### src/aesp_pkg.sv
package aesp_pkg;

	localparam int unsigned ARG_W = 14;
	localparam logic [ARG_W-1:0] ARG_MAX = 14'd9999;

	localparam logic [7:0] CH_BEL   = 8'h07;
	localparam logic [7:0] CH_BS    = 8'h08;
	localparam logic [7:0] CH_TAB   = 8'h09;
	localparam logic [7:0] CH_LF    = 8'h0A;
	localparam logic [7:0] CH_VT    = 8'h0B;
	localparam logic [7:0] CH_FF    = 8'h0C;
	localparam logic [7:0] CH_CR    = 8'h0D;
	localparam logic [7:0] CH_ESC   = 8'h1B;
	localparam logic [7:0] CH_SPACE = 8'h20;
	localparam logic [7:0] CH_DEL   = 8'h7F;
	localparam logic [7:0] CH_CARET = 8'h5E;
	localparam logic [7:0] CH_AT    = 8'h40;
	localparam logic [7:0] CH_ZERO  = 8'h30;
	localparam logic [7:0] CH_SEMI  = 8'h3B;

	localparam logic [ARG_W-1:0] SGR_RESET  = 14'd0;
	localparam logic [ARG_W-1:0] SGR_FG_LO  = 14'd30;
	localparam logic [ARG_W-1:0] SGR_FG_HI  = 14'd37;
	localparam logic [ARG_W-1:0] SGR_BG_LO  = 14'd40;
	localparam logic [ARG_W-1:0] SGR_BG_HI  = 14'd47;
	localparam logic [ARG_W-1:0] ERASE_MAX  = 14'd2;

	typedef enum logic [1:0] {
		PH_TEXT = 2'd0,
		PH_ESC  = 2'd1,
		PH_ARG1 = 2'd2,
		PH_ARG2 = 2'd3
	} phase_t;

	typedef enum logic [3:0] {
		CMD_PRINT      = 4'd0,
		CMD_ERASE_BACK = 4'd1,
		CMD_TAB        = 4'd2,
		CMD_NEWLINE    = 4'd3,
		CMD_MOVEBY     = 4'd4,
		CMD_LINEMOVE   = 4'd5,
		CMD_SETCOL     = 4'd6,
		CMD_SETPOS     = 4'd7,
		CMD_CLEAR      = 4'd8,
		CMD_ERASESCR   = 4'd9,
		CMD_ERASELINE  = 4'd10,
		CMD_RESETATTR  = 4'd11,
		CMD_FG         = 4'd12,
		CMD_BG         = 4'd13
	} cmd_t;

	typedef struct packed {
		logic               last_out;
		logic signed [14:0] arg_b;
		logic signed [14:0] arg_a;
		logic [7:0]         char_out;
		cmd_t               command;
	} result_t;

	typedef struct packed {
		logic [1:0] count;
		result_t    first;
		result_t    second;
	} parse_out_t;

	function automatic result_t mk_result(input cmd_t cmd, input logic [7:0] ch,
		input logic signed [14:0] a, input logic signed [14:0] b, input logic last);
		result_t r;
		r.command  = cmd;
		r.char_out = ch;
		r.arg_a    = a;
		r.arg_b    = b;
		r.last_out = last;
		return r;
	endfunction

endpackage

### src/aesp_parser.sv
module aesp_parser (
	input  logic                  clk,
	input  logic                  arst_n,
	input  logic [7:0]            byte_in,
	input  logic                  fire,
	output aesp_pkg::parse_out_t  po
);

	aesp_pkg::phase_t ph_q, ph_d;
	logic [aesp_pkg::ARG_W-1:0] a1_q, a1_d, a2_q, a2_d;
	logic f1p_q, f1p_d, f2p_q, f2p_d;

	logic               digit;
	logic [3:0]         dval;
	logic [aesp_pkg::ARG_W-1:0] p1, p2, z1;
	logic signed [14:0] sp1, sp2, sz1;
	logic               dsp_ok;
	aesp_pkg::result_t  dsp_res;
	aesp_pkg::result_t  nores;

	function automatic logic [aesp_pkg::ARG_W-1:0] acc10(
		input logic [aesp_pkg::ARG_W-1:0] acc, input logic [3:0] d);
		logic [17:0] v;
		v = {acc, 3'b000} + {3'b000, acc, 1'b0} + {14'd0, d};
		if (v > {4'd0, aesp_pkg::ARG_MAX})
			return aesp_pkg::ARG_MAX;
		return v[aesp_pkg::ARG_W-1:0];
	endfunction

	always_ff @(posedge clk or negedge arst_n) begin
		if (!arst_n) begin
			ph_q  <= aesp_pkg::PH_TEXT;
			a1_q  <= '0;
			a2_q  <= '0;
			f1p_q <= 1'b0;
			f2p_q <= 1'b0;
		end else if (fire) begin
			ph_q  <= ph_d;
			a1_q  <= a1_d;
			a2_q  <= a2_d;
			f1p_q <= f1p_d;
			f2p_q <= f2p_d;
		end
	end

	assign digit = (byte_in inside {["0":"9"]});
	assign dval  = 4'(byte_in - aesp_pkg::CH_ZERO);
	assign p1    = f1p_q ? a1_q : 14'd1;
	assign p2    = f2p_q ? a2_q : 14'd1;
	assign z1    = f1p_q ? a1_q : 14'd0;
	assign sp1   = $signed({1'b0, p1});
	assign sp2   = $signed({1'b0, p2});
	assign sz1   = $signed({1'b0, z1});
	assign nores = aesp_pkg::mk_result(aesp_pkg::CMD_PRINT, 8'd0, 15'sd0, 15'sd0, 1'b1);

	// CSI final byte
	always_comb begin
		dsp_ok  = 1'b1;
		dsp_res = nores;
		case (byte_in)
			"A": dsp_res = aesp_pkg::mk_result(aesp_pkg::CMD_MOVEBY, 8'd0, 15'sd0, -sp1, 1'b1);
			"B": dsp_res = aesp_pkg::mk_result(aesp_pkg::CMD_MOVEBY, 8'd0, 15'sd0, sp1, 1'b1);
			"C": dsp_res = aesp_pkg::mk_result(aesp_pkg::CMD_MOVEBY, 8'd0, sp1, 15'sd0, 1'b1);
			"D": dsp_res = aesp_pkg::mk_result(aesp_pkg::CMD_MOVEBY, 8'd0, -sp1, 15'sd0, 1'b1);
			"E": dsp_res = aesp_pkg::mk_result(aesp_pkg::CMD_LINEMOVE, 8'd0, 15'sd0, sp1, 1'b1);
			"F": dsp_res = aesp_pkg::mk_result(aesp_pkg::CMD_LINEMOVE, 8'd0, 15'sd0, -sp1, 1'b1);
			"G": dsp_res = aesp_pkg::mk_result(aesp_pkg::CMD_SETCOL, 8'd0, sp1, 15'sd0, 1'b1);
			"H": dsp_res = aesp_pkg::mk_result(aesp_pkg::CMD_SETPOS, 8'd0, sp2, sp1, 1'b1);
			"J": begin
				dsp_ok  = (z1 <= aesp_pkg::ERASE_MAX);
				dsp_res = aesp_pkg::mk_result(aesp_pkg::CMD_ERASESCR, 8'd0, sz1, 15'sd0, 1'b1);
			end
			"K": begin
				dsp_ok  = (z1 <= aesp_pkg::ERASE_MAX);
				dsp_res = aesp_pkg::mk_result(aesp_pkg::CMD_ERASELINE, 8'd0, sz1, 15'sd0, 1'b1);
			end
			"m": begin
				if (z1 == aesp_pkg::SGR_RESET) begin
					dsp_res = aesp_pkg::mk_result(aesp_pkg::CMD_RESETATTR, 8'd0,
						15'sd0, 15'sd0, 1'b1);
				end else if (z1 inside {[aesp_pkg::SGR_FG_LO:aesp_pkg::SGR_FG_HI]}) begin
					dsp_res = aesp_pkg::mk_result(aesp_pkg::CMD_FG, 8'd0,
						$signed({1'b0, z1 - aesp_pkg::SGR_FG_LO}), 15'sd0, 1'b1);
				end else if (z1 inside {[aesp_pkg::SGR_BG_LO:aesp_pkg::SGR_BG_HI]}) begin
					dsp_res = aesp_pkg::mk_result(aesp_pkg::CMD_BG, 8'd0,
						$signed({1'b0, z1 - aesp_pkg::SGR_BG_LO}), 15'sd0, 1'b1);
				end else begin
					dsp_ok = 1'b0;
				end
			end
			default: dsp_ok = 1'b0;
		endcase
	end

	always_comb begin
		ph_d      = ph_q;
		a1_d      = a1_q;
		a2_d      = a2_q;
		f1p_d     = f1p_q;
		f2p_d     = f2p_q;
		po.count  = 2'd0;
		po.first  = nores;
		po.second = nores;
		case (ph_q)
			aesp_pkg::PH_ESC: begin
				ph_d = aesp_pkg::PH_TEXT;
				case (byte_in)
					"c": begin
						po.count = 2'd1;
						po.first = aesp_pkg::mk_result(aesp_pkg::CMD_CLEAR, 8'd0,
							15'sd0, 15'sd0, 1'b1);
					end
					"D": begin
						po.count = 2'd1;
						po.first = aesp_pkg::mk_result(aesp_pkg::CMD_MOVEBY, 8'd0,
							15'sd0, 15'sd1, 1'b1);
					end
					"E": begin
						po.count = 2'd1;
						po.first = aesp_pkg::mk_result(aesp_pkg::CMD_NEWLINE, 8'd0,
							15'sd0, 15'sd0, 1'b1);
					end
					"M": begin
						po.count = 2'd1;
						po.first = aesp_pkg::mk_result(aesp_pkg::CMD_MOVEBY, 8'd0,
							15'sd0, -15'sd1, 1'b1);
					end
					"[": begin
						ph_d  = aesp_pkg::PH_ARG1;
						a1_d  = '0;
						a2_d  = '0;
						f1p_d = 1'b0;
						f2p_d = 1'b0;
					end
					default: ;
				endcase
			end
			aesp_pkg::PH_ARG1: begin
				if (digit) begin
					f1p_d = 1'b1;
					a1_d  = acc10(a1_q, dval);
				end else if (byte_in == aesp_pkg::CH_SEMI) begin
					f2p_d = 1'b1;
					ph_d  = aesp_pkg::PH_ARG2;
				end else begin
					ph_d     = aesp_pkg::PH_TEXT;
					po.count = {1'b0, dsp_ok};
					po.first = dsp_res;
				end
			end
			aesp_pkg::PH_ARG2: begin
				if (digit) begin
					a2_d = acc10(a2_q, dval);
				end else begin
					ph_d     = aesp_pkg::PH_TEXT;
					po.count = {1'b0, dsp_ok};
					po.first = dsp_res;
				end
			end
			default: begin
				if (byte_in >= aesp_pkg::CH_SPACE && byte_in != aesp_pkg::CH_DEL) begin
					po.count = 2'd1;
					po.first = aesp_pkg::mk_result(aesp_pkg::CMD_PRINT, byte_in,
						15'sd0, 15'sd0, 1'b1);
				end else begin
					case (byte_in)
						aesp_pkg::CH_BEL, aesp_pkg::CH_DEL: ;
						aesp_pkg::CH_BS: begin
							po.count = 2'd1;
							po.first = aesp_pkg::mk_result(aesp_pkg::CMD_ERASE_BACK, 8'd0,
								15'sd0, 15'sd0, 1'b1);
						end
						aesp_pkg::CH_TAB: begin
							po.count = 2'd1;
							po.first = aesp_pkg::mk_result(aesp_pkg::CMD_TAB, 8'd0,
								15'sd0, 15'sd0, 1'b1);
						end
						aesp_pkg::CH_LF: begin
							po.count = 2'd1;
							po.first = aesp_pkg::mk_result(aesp_pkg::CMD_NEWLINE, 8'd0,
								15'sd0, 15'sd0, 1'b1);
						end
						aesp_pkg::CH_VT, aesp_pkg::CH_FF: begin
							po.count = 2'd1;
							po.first = aesp_pkg::mk_result(aesp_pkg::CMD_MOVEBY, 8'd0,
								15'sd0, 15'sd1, 1'b1);
						end
						aesp_pkg::CH_CR: begin
							po.count = 2'd1;
							po.first = aesp_pkg::mk_result(aesp_pkg::CMD_SETCOL, 8'd0,
								15'sd0, 15'sd0, 1'b1);
						end
						aesp_pkg::CH_ESC: ph_d = aesp_pkg::PH_ESC;
						default: begin
							// caret notation
							po.count  = 2'd2;
							po.first  = aesp_pkg::mk_result(aesp_pkg::CMD_PRINT,
								aesp_pkg::CH_CARET, 15'sd0, 15'sd0, 1'b0);
							po.second = aesp_pkg::mk_result(aesp_pkg::CMD_PRINT,
								aesp_pkg::CH_AT + byte_in, 15'sd0, 15'sd0, 1'b1);
						end
					endcase
				end
			end
		endcase
	end

endmodule

### src/ansi_escape_sequence_parser.sv
// Terminal byte stream to screen command parser.
// Input channel s_axis: one terminal byte per word in tdata[7:0].
// Output channel m_axis: one screen command per word; tlast marks the last
// command caused by an input byte. Most bytes give zero or one command;
// control bytes shown in caret notation give two.
// A byte is first registered in the input register (byte_s1); its command is
// then registered in out_q and offered on m_axis.
// Throughput: one byte per cycle while the receiver keeps up; a caret byte
// gives two commands, which leave one after the other through the single output port.
// Bytes that give no command (digits and separators inside a CSI sequence,
// ESC, BEL, DEL) pass even while a command waits at the output.
// Reset puts the parser in normal text mode with empty arguments and
// drops any buffered byte or command.
// When the receiver holds tready low, the pending command holds steady and
// input stalls once the input register holds a byte that needs output room.
module ansi_escape_sequence_parser (
	input  logic        clk,
	input  logic        arst_n,
	input  logic        s_axis_tvalid,
	output logic        s_axis_tready,
	input  logic [7:0]  s_axis_tdata,  // [7:0] byte_in
	output logic        m_axis_tvalid,
	input  logic        m_axis_tready,
	output logic [47:0] m_axis_tdata,  // [3:0] command, [11:4] char_out,
	                                   // [26:12] arg_a, [41:27] arg_b, rest zero
	output logic        m_axis_tlast   // last_out
);

	logic                 valid_s1;
	logic [7:0]           byte_s1;
	logic                 fire;
	logic                 space;
	aesp_pkg::parse_out_t po;

	logic                 out_valid_q;
	aesp_pkg::result_t    out_q;
	logic                 pend_valid_q;
	aesp_pkg::result_t    pend_q;

	aesp_parser u_parser (
		.clk     (clk),
		.arst_n  (arst_n),
		.byte_in (byte_s1),
		.fire    (fire),
		.po      (po)
	);

	assign space         = !pend_valid_q && (!out_valid_q || m_axis_tready);
	assign fire          = valid_s1 && ((po.count == 2'd0) || space);
	assign s_axis_tready = !valid_s1 || fire;

	always_ff @(posedge clk or negedge arst_n) begin
		if (!arst_n) begin
			valid_s1 <= 1'b0;
		end else if (s_axis_tready) begin
			valid_s1 <= s_axis_tvalid;
		end
	end

	always_ff @(posedge clk) begin
		if (s_axis_tvalid && s_axis_tready)
			byte_s1 <= s_axis_tdata;
	end

	always_ff @(posedge clk or negedge arst_n) begin
		if (!arst_n) begin
			out_valid_q  <= 1'b0;
			pend_valid_q <= 1'b0;
		end else if (pend_valid_q && m_axis_tready) begin
			pend_valid_q <= 1'b0;
		end else if (fire && po.count != 2'd0) begin
			out_valid_q  <= 1'b1;
			pend_valid_q <= (po.count == 2'd2);
		end else if (m_axis_tready) begin
			out_valid_q <= 1'b0;
		end
	end

	always_ff @(posedge clk) begin
		if (pend_valid_q && m_axis_tready) begin
			out_q <= pend_q;
		end else if (fire && po.count != 2'd0) begin
			out_q  <= po.first;
			pend_q <= po.second;
		end
	end

	assign m_axis_tvalid = out_valid_q;
	assign m_axis_tdata  = {6'd0, out_q.arg_b, out_q.arg_a, out_q.char_out,
		out_q.command};
	assign m_axis_tlast  = out_q.last_out;

endmodule
### config.mk
export PLATFORM = sky130hd
export DESIGN_NAME = ansi_escape_sequence_parser
export DESIGN_NICKNAME = d
export VERILOG_FILES = /design/src/aesp_pkg.sv /design/src/aesp_parser.sv /design/src/ansi_escape_sequence_parser.sv
export SDC_FILE = /design/constraint.sdc
export NUM_CORES = 1
export LEC_CHECK = 0
export ABC_AREA = 1
export BUFFER_PORTS_ARGS = -buffer_cell sky130_fd_sc_hd__buf_2
export CAP_MARGIN = 20
export CORE_MARGIN = 2
export CORE_UTILIZATION = 38
export CTS_CLUSTER_SIZE = 40
export DETAILED_ROUTE_END_ITERATION = 7
export HOLD_SLACK_MARGIN = 0.05
export PLACE_DENSITY = 0.51
export SYNTH_ARGS = -nofsm -noshare
export SYNTH_HDL_FRONTEND = slang
export SYNTH_SLANG_ARGS = --single-unit
### constraint.sdc
create_clock -name clk -period 4.18 [get_ports clk]
set_input_delay 0.627 -clock clk [delete_from_list [all_inputs] [get_ports clk]]
set_output_delay 0.627 -clock clk [all_outputs]
set_load 0.05 [all_outputs]
==> impl_metrics.csv <==
group,metric,value,unit
worst_setup_path,start_kind,"register",
sta,skew,0.005870,ns
power,vdd_ir_drop_max,0.2685,mV
worst_setup_path,cp.required,3.55,ns
cts,cts_buffer_depth,2,
global_route,grt_max_degree,44,
route,routed_via_density,4.947,
power,clkPwrFrac,23.1,%
sta,finalCriticalPeriod,3.778,ns
cts,clk_pin_slew,0.06,ns
finish,drive_gt1_share,9.106,%
floorplan,die_height,148.2,um
hold_path,hold_class,"in -> async",
global_route,grt-busiest-layer,"met2",
sta,setup_tns,0,ns
sta,fmax,0.2647,GHz
global_route,use_met2,32.34,%
global_route,grt_use_met1,28.51,%
worst_setup_path,endpoint_kind,"output pin",
floorplan,dieWidth,148.2,um
global_route,met3_usage,3.098,%
place,dp_hpwl,17210,um
floorplan,core,0.02030,mm^2
logic_synthesis,async_reset_ff_share,37.23,%
power,swShare,43.72,%
sta,drv_slew,0,
route,finalWirelength,21410,um
global_route,grt_usage,20.04,%
cts,htree_levels,3,
sta,rsz0062_at_grt,"false",
run,cap_violations,0,
logic_synthesis,yosysUniqueCellTypes,50,
place,place.gp.congestion,0.9056,
logic_synthesis,synth_edf_count,59,
place,portBuffers,56,
global_route,grt_pass1_wl,35010,um
power,p_comb_share,38.7,%
global_route,grt_overflow_total,0,
sta,finalCritPeriodShare,90.37,%
floorplan,ioPinCount,63,
route,firstDrtPassIters,5,
route,drc,0,
finish,nNetsFinal,1259,
finish,antenna_cells,0,
cts,hold_buffers,0,
cts,worstSkewPairLatency,0.35,ns
run_status,outcome,"complete, no violations",
logic_synthesis,ys_ff_latch,94,
cts,cts.sinks,94,
power,p_switching,1.638,mW
power,leakage,4.653,nW
route,ant_nets,0,
sta,worst_pin_slew,0.9259,ns
finish,final_core_util,43.09,%
route,num_vias,7203,
logic_synthesis,syn_area,0.007904,mm^2
global_route,grt_pass1_vias,6719,
route,drt-wirelength-per-cell,14.70,um
floorplan,rows,52,
worst_setup_path,path_max_fanout,13,
logic_synthesis,yosysTopAreaCellShare,22.42,%
logic_synthesis,syn-instance-count,1127,
cts,cts_tree,"done",
cts,cts_root_buffer,"clkbuf_16",
floorplan,die-area,0.02197,mm^2
power,powerDensity,428.3,mW/mm^2
finish,area_growth,10.67,%
worst_setup_path,path_class,"reg -> out",
logic_synthesis,post-synth-top-area-cell,"edfxtp_1",
logic_synthesis,yosys-top-cells-area,"edfxtp_1 22%, nand2_1 18%, dfrtp_1 11%, ha_1 9.8%, inv_1 7.5%",
logic_synthesis,synth_area_per_cell,7.013,um^2
power,seqPwrFrac,38.2,%
floorplan,start_util,38.94,%
logic_synthesis,yosys_warnings,0,
route,drtIter0Drc,514,
sta,hold_viol,0,
logic_synthesis,synthFlopType,"edfxtp_1",
worst_setup_path,arrival,3.15,ns
power,p_int,2.109,mW
sta,setup_viol,0,
cts,cts_made_buffers,9,
logic_synthesis,synth_seq_area_share,33.50,%
global_route,antenna_found_initial,0,
sta,max_slew_margin,38.04,%
==> power groups by stage <==
stage | Clock, mW | Combinational (mW) | Sequential, mW
finish | 0.866 | 1.45 | 1.43
global route | 0.925 | 1.54 | 1.46
CTS | 0.891 | 1.46 | 1.44
detailed placement | 0 | 1.46 | 1.45
global placement | 0 | 1.46 | 1.45
floorplan | 0 | 0.427 | 2.16
==> cell type report <==
cell class	count	area [um^2]
fill	2173	11550
timing repair buffer	61	317.8
multi-input combinational	850	4511
clock inverter	7	88.84
clock buffer	9	225.2
inverter	165	619.3
sequential	94	2648
tap	270	337.8
==> stage by stage <==
stage	setup slack [ns]	std cells	total power, mW	instance area, um^2	hold WS [ns]
global route	0.1174	1456	3.920	8747	0.4330
finish	0.4025	1456	3.747	8747	0.3762
CTS	0.3596	1456	3.788	8747	0.4063
detailed placement	0.7524	1440	2.914	8433	0.5152
floorplan	1.049	1132	2.585	7923	0.3314
global placement	0.7100	1440	2.912	8433	0.5064
==> flip-flops by register name, indices dropped and copies added (netlist names) <==
name            flops
m_axis_tlast        1
u_parser.a1_q      14
byte_s1             8
u_parser.ph_q       2
u_parser.f2p_q      1
valid_s1            1
pend_valid_q        1
pend_q              8
m_axis_tdata       42
m_axis_tvalid       1
u_parser.a2_q      14
u_parser.f1p_q      1
==> critical path, cell delays in order, from the launching register on <==
cell	delay (ns)
edfxtp_1	0.60
inv_1	0.21
nand2_1	0.12
nor2_1	0.22
nand2_1	0.39
o21ai_1	0.38
nor4_1	0.11
a21boi_0	0.25
nand3_1	0.23
buf_2	0.29
==> kinds of logic after synthesis <==
group / after synthesis / synth area share (%)
DFF: 94 / 33.50
AOI/OAI and AO/OA: 107 / 8.184
xor gates and xnor gates: 21 / 2.327
adders and majority gates: 66 / 10.83
other: 1 / 0.04745
and+or+nand+nor: 650 / 35.41
buffers and inverters: 188 / 9.704
==> synthesized netlist by cell type, drive strengths merged, types with 2 or more instances <==
| master | instances |
|---|---|
| a31oi | 7 |
| nand3b | 7 |
| or2 | 2 |
| clkbuf | 9 |
| o21a | 2 |
| a21oi | 29 |
| edfxtp | 59 |
| a211oi | 3 |
| o21ai | 29 |
| nor3 | 10 |
| o211ai | 6 |
| buf | 14 |
| a22oi | 2 |
| a21boi | 2 |
| fa | 4 |
| xor2 | 15 |
| nand3 | 97 |
| a221oi | 8 |
| nand2 | 384 |
| o22ai | 13 |
| dfrtp | 35 |
| ha | 62 |
| xnor2 | 6 |
| nand4 | 20 |
| inv | 164 |
| nor2 | 123 |
| a21o | 2 |
| and2 | 4 |
==> cell usage in the layout, fill, tap and decap left out, drive strengths merged, types with 29 or more instances in the layout <==
cell type and n:
dfrtp 35, o21ai 29, inv 164, edfxtp 59
nor2 123, ha 62, a21oi 29, buf 61
nand2 384, nand3 97
==> timing repair <==
| item | 4_1_cts | 5_1_grt |
|---|---|---|
| setup endpoints to repair | 0 | 1 |
| buffers inserted | 0 | 0 |
| gates resized for setup | 0 | 1 |
==> worst paths after layout <==
kind | start | to | slack, ns | cells past startpoint
max in group asynchronous | arst_n | u_parser.a1_q[5] | 3.27 | 1
worst max register to register | byte_s1[3] | u_parser.a2_q[12] | 0.76 | 16
worst max-delay path | byte_s1[3] | s_axis_tready | 0.40 | 9
min in group clk | s_axis_tdata[7] | byte_s1[7] | 0.45 | 1
worst min-delay path | arst_n | u_parser.a2_q[12] | 0.38 | 1
worst min register to register | pend_q[4] | m_axis_tdata[4] | 0.53 | 2
==> per-layer routing <==
metal,share of wire (%),routed length (um)
met5,0,0
met4,1.3,280
met3,3.7,783
met2,45,9729
met1,50,10610
Note: power is estimated with default switching activity, not from simulation.
